### src/sv/cmf_pkg.sv
`default_nettype none

package cmf_pkg;

	// bar field widths
	localparam int PRICE_W = 24;
	localparam int VOL_W   = 32;
	localparam int CFG_W   = 7;
	localparam int OUT_W   = 16;

	// price differences: 2*close - low - high and |high - low|
	localparam int NUM_W  = 26;
	localparam int DEN_W  = 24;
	localparam int PROD_W = VOL_W + NUM_W;

	// flow value: signed, 8 fraction bits, magnitude saturated to 2^41 - 1
	localparam int FLOW_W     = 42;
	localparam int FLOW_FRAC  = 8;
	localparam int FLOW_QBITS = 42;

	// ratio: |flow_sum| * 128 / volume_sum, 16 quotient bits
	localparam int RATIO_SHIFT = 7;
	localparam int OUT_QBITS   = 16;

	localparam int ITER_W = 6;

	localparam int MAX_WINDOW_DEF = 64;
	localparam logic [CFG_W-1:0] WINDOW_RESET = 7'd20;

	localparam logic [FLOW_W-2:0] FLOW_LIMIT = '1;
	localparam logic [OUT_W-1:0]  OUT_POS_MAX = 16'h7fff;
	localparam logic [OUT_W-1:0]  OUT_NEG_MAX = 16'h8000;

	typedef struct packed {
		logic              start;
		logic [ITER_W-1:0] iters;
	} div_req_t;

	typedef struct packed {
		logic busy;
		logic ovf;
	} div_rsp_t;

endpackage

`default_nettype wire

### src/sv/cmf_divider.sv
`default_nettype none

module cmf_divider import cmf_pkg::*; #(
	parameter int DIV_W = VOL_W + 6
) (
	input  wire logic                  clk,
	input  wire logic                  arst_n,
	input  wire div_req_t              req,
	input  wire logic [DIV_W:0]        rem_init,
	input  wire logic [FLOW_QBITS-1:0] low_init,
	input  wire logic [DIV_W-1:0]      divisor,
	output div_rsp_t                   rsp,
	output logic [FLOW_QBITS-1:0]      quotient
);

	logic [ITER_W-1:0]     cnt_q;
	logic                  ovf_q;
	logic [DIV_W-1:0]      rem_q;
	logic [DIV_W-1:0]      div_q;
	logic [FLOW_QBITS-1:0] low_q;
	logic [FLOW_QBITS-1:0] quo_q;

	logic [DIV_W:0] trial;
	logic [DIV_W:0] diff;
	logic           take;

	// one restoring step per cycle
	always_comb begin
		trial = {rem_q, low_q[FLOW_QBITS-1]};
		take  = trial >= {1'b0, div_q};
		diff  = trial - {1'b0, div_q};
	end

	always_ff @(posedge clk or negedge arst_n) begin
		if (!arst_n) begin
			cnt_q <= '0;
			ovf_q <= 1'b0;
		end else if (req.start) begin
			cnt_q <= req.iters;
			// quotient would not fit in the requested bits
			ovf_q <= rem_init >= {1'b0, divisor};
		end else if (cnt_q != '0) begin
			cnt_q <= cnt_q - 1'b1;
		end
	end

	always_ff @(posedge clk) begin
		if (req.start) begin
			rem_q <= rem_init[DIV_W-1:0];
			low_q <= low_init;
			div_q <= divisor;
			quo_q <= '0;
		end else if (cnt_q != '0) begin
			rem_q <= take ? diff[DIV_W-1:0] : trial[DIV_W-1:0];
			low_q <= {low_q[FLOW_QBITS-2:0], 1'b0};
			quo_q <= {quo_q[FLOW_QBITS-2:0], take};
		end
	end

	assign rsp.busy = cnt_q != '0;
	assign rsp.ovf  = ovf_q;
	assign quotient = quo_q;

endmodule

`default_nettype wire

### config.mk
export PLATFORM = sky130hd
export DESIGN_NAME = cmf_divider
export DESIGN_NICKNAME = d
export VERILOG_FILES = /design/src/sv/cmf_pkg.sv /design/src/sv/cmf_divider.sv
export SDC_FILE = /design/constraint.sdc
export NUM_CORES = 1
export LEC_CHECK = 0
export BUFFER_PORTS_ARGS = -buffer_cell sky130_fd_sc_hd__buf_2
export CORE_MARGIN = 2
export CORE_UTILIZATION = 40
export DETAILED_ROUTE_END_ITERATION = 8
export SYNTH_ARGS = -nofsm -noshare
export SYNTH_HDL_FRONTEND = slang
export SYNTH_SLANG_ARGS = --single-unit
export TNS_END_PERCENT = 100
### constraint.sdc
create_clock -name clk -period 3.6 [get_ports clk]
set_clock_uncertainty 0.05 [all_clocks]
set_input_delay 0.54 -clock clk [delete_from_list [all_inputs] [get_ports clk]]
set_output_delay 0.54 -clock clk [all_outputs]
set_load 0.005 [all_outputs]
==> metrics.txt <==
status=completed; final setup TNS=0 ps; Avg Cell Area, Syn=10.1 um2; post-DR vias/cell=5.08; GP Congestion=0.832; crit path capture type=flip-flop; Global Route Usage Sum=0.182; WL per Instance=15.6 um; YS warnings=0; pin slew with the least headroom to its limit=632 ps; largest net degree at the start of global routing=119; Critical Path RT=3730 ps; # rows=57; CTS H-tree depth=4; max-cap viol count=0; DR vias=7512; DIE AREA=25900 um2; Final ANT Viol Nets=0; most frequent cells in the layout=170 x buf_2, 144 x nand2_1, 118 x edfxtp_1, 97 x a21oi_1, 94 x inv_1; post_cts resized=0; Die Ht=161 um; fraction of registers with async set/reset=0.0419; WL final=23.1 mm; Final Hold Viols=0; Syn-to-layout area delta=18.5%; final period demand of the worst path=3200 ps; Most used DFF post-synth=edfxtp_1; clk sink count=167; Hold Crit Class=primary input to flip-flop; commonest non-fill, non-tap cell in the layout=buf_2; overall power=0.00818 W; fraction of the cycle the final worst path needs=0.888; unrepaired setup endpoints after global routing=false; Worst Path Max Fanout=14; synthesized area=9840 um2; CTS Buffer Depth=2; IO Pins=172; WP data arrival=3330 ps; number of global-route vias before repair=7581; Setup crit start kind=flip-flop; Root Driver=clkbuf_16; Setup Viol. Count Final=0; antenna violations before repair=6; synthesized flop and latch total=167; post-place setup slack=403 ps; Final Max Slew Viols=0; IO Port Bufs=171; crit path kind=flip-flop to flip-flop; Remaining DRCs=0; First DRT Iteration DRCs=439; Worst-Skew Late Latency=430 ps; Final nets=1344; Pwr Density=701 nW/um2; VDD IR max=0.366 mV; final worst slack=403 ps; drt first pass iters=4; number of synthesized flops with an enable pin=118; core region area=24200 um2; Final Core Density=0.481; Cell variety after synth=65; Fmax=313 MHz; Reg clk slew, reported paths=80 ps; Cells after Synth=978; Critical Path Start=rem_q[0]; share of cells above drive strength 1=0.248; GR Overflow Total=0; Slew headroom=0.579; first-pass GRT wire length=38.1 mm; sequential-to-total area share from yosys stat=0.463; hpwl dp=17.1 mm; CTS tree=built; worst r2r src=rem_q[0]; leakage power=5.23 nW; Starting Density=0.406; Synth Net Count=1184; Hold Crit Start=divisor[4]; Die Wd=161 um; CTS Buf Count=17
-- report_power, final --
group | total, W | internal (W) | switching [W]
sequential | 0.00268 | 0.00250 | 0.000175
clock | 0.00188 | 0.000964 | 0.000918
combinational | 0.00362 | 0.00161 | 0.00200
total | 0.00818 | 0.00508 | 0.00310
-- worst max-delay path, stage by stage, from the launching register on --
cell	delay, ps
edfxtp_1	440
ha_1	330
nor2b_1	150
o31a_4	300
o31ai_4	400
o311ai_4	150
a21oi_4	260
a22oi_4	100
buf_4	220
mux2_2	280
mux2_2	260
-- metal layers --
| layer | global-route usage | up-vias | wire, um |
|---|---|---|---|
| li1 | - | 3815 | - |
| met3 | 0.0602 | 24 | 1450 |
| met4 | 0.0418 | 6 | 283 |
| met1 | 0.226 | 3517 | 10200 |
| met5 | 0 | - | 41 |
| met2 | 0.308 | 150 | 11000 |
-- timing repair --
action,CTS,global route
setup endpoints to repair,0,0
hold buffers,1,0
setup buffers,0,0
hold endpoints to repair,7,0
-- cell usage after synthesis (9+ instances only) --
library cell | n | share of area
a21o_1 | 28 | 0.021
a21oi_1 | 97 | 0.049
clkbuf_1 | 22 | 0.0084
dfxtp_1 | 42 | 0.085
edfxtp_1 | 118 | 0.36
ha_1 | 77 | 0.098
inv_1 | 94 | 0.036
mux2_2 | 55 | 0.063
mux2i_1 | 18 | 0.018
nand2_1 | 144 | 0.055
nand3_1 | 13 | 0.0066
nand4_1 | 15 | 0.0095
nor2_1 | 20 | 0.0076
nor3_1 | 16 | 0.0081
o21a_1 | 9 | 0.0069
o21ai_0 | 36 | 0.018
o21ai_1 | 23 | 0.012
xnor2_1 | 18 | 0.016
xor2_1 | 16 | 0.014
-- flip-flops by register name, indices dropped and copies added, names as in the netlist --
| signal | count |
|---|---|
| quotient | 42 |
| div_q | 38 |
| low_q | 42 |
| rem_q | 38 |
| ovf_q | 1 |
| cnt_q | 6 |
-- final cells by class --
| class | instances | area, um2 |
|---|---|---|
| Tap cell | 324 | 405 |
| Multi-Input combinational cell | 673 | 4730 |
| Timing Repair Buffer | 184 | 987 |
| Fill cell | 2362 | 12600 |
| Inverter | 95 | 357 |
| Antenna cell | 3 | 7.51 |
| Clock buffer | 18 | 439 |
| Clock inverter | 14 | 175 |
| Sequential cell | 167 | 4560 |
-- path summary, 6_finish.rpt --
check,cells past startpoint,to,slack [ps]
worst max-delay path,10,rem_q[5],400
max in group asynchronous,2,cnt_q[0],2900
worst min register to register,2,quotient[41],400
min in group asynchronous,2,cnt_q[3],430
worst min-delay path,1,div_q[4],250
worst max register to register,10,rem_q[5],400
-- metrics by stage --
step / cells / hold slack, ps / cell area (um2)
finish: 1478 / 245 / 11700
global route: 1476 / 232 / 11700
CTS: 1475 / 227 / 11700
detailed placement: 1442 / 335 / 11000
global placement: 1442 / 336 / 11000
floorplan: 978 / 194 / 9840
-- cell families after synthesis --
family | Yosys count | share of synthesized area
compound gates | 241 | 0.154
xor+xnor | 34 | 0.0303
fa+ha+maj | 78 | 0.0999
buf+inv | 138 | 0.0575
flops | 167 | 0.463
mux | 73 | 0.0812
simple gates | 247 | 0.114
Power figures use the tool's default switching activity.
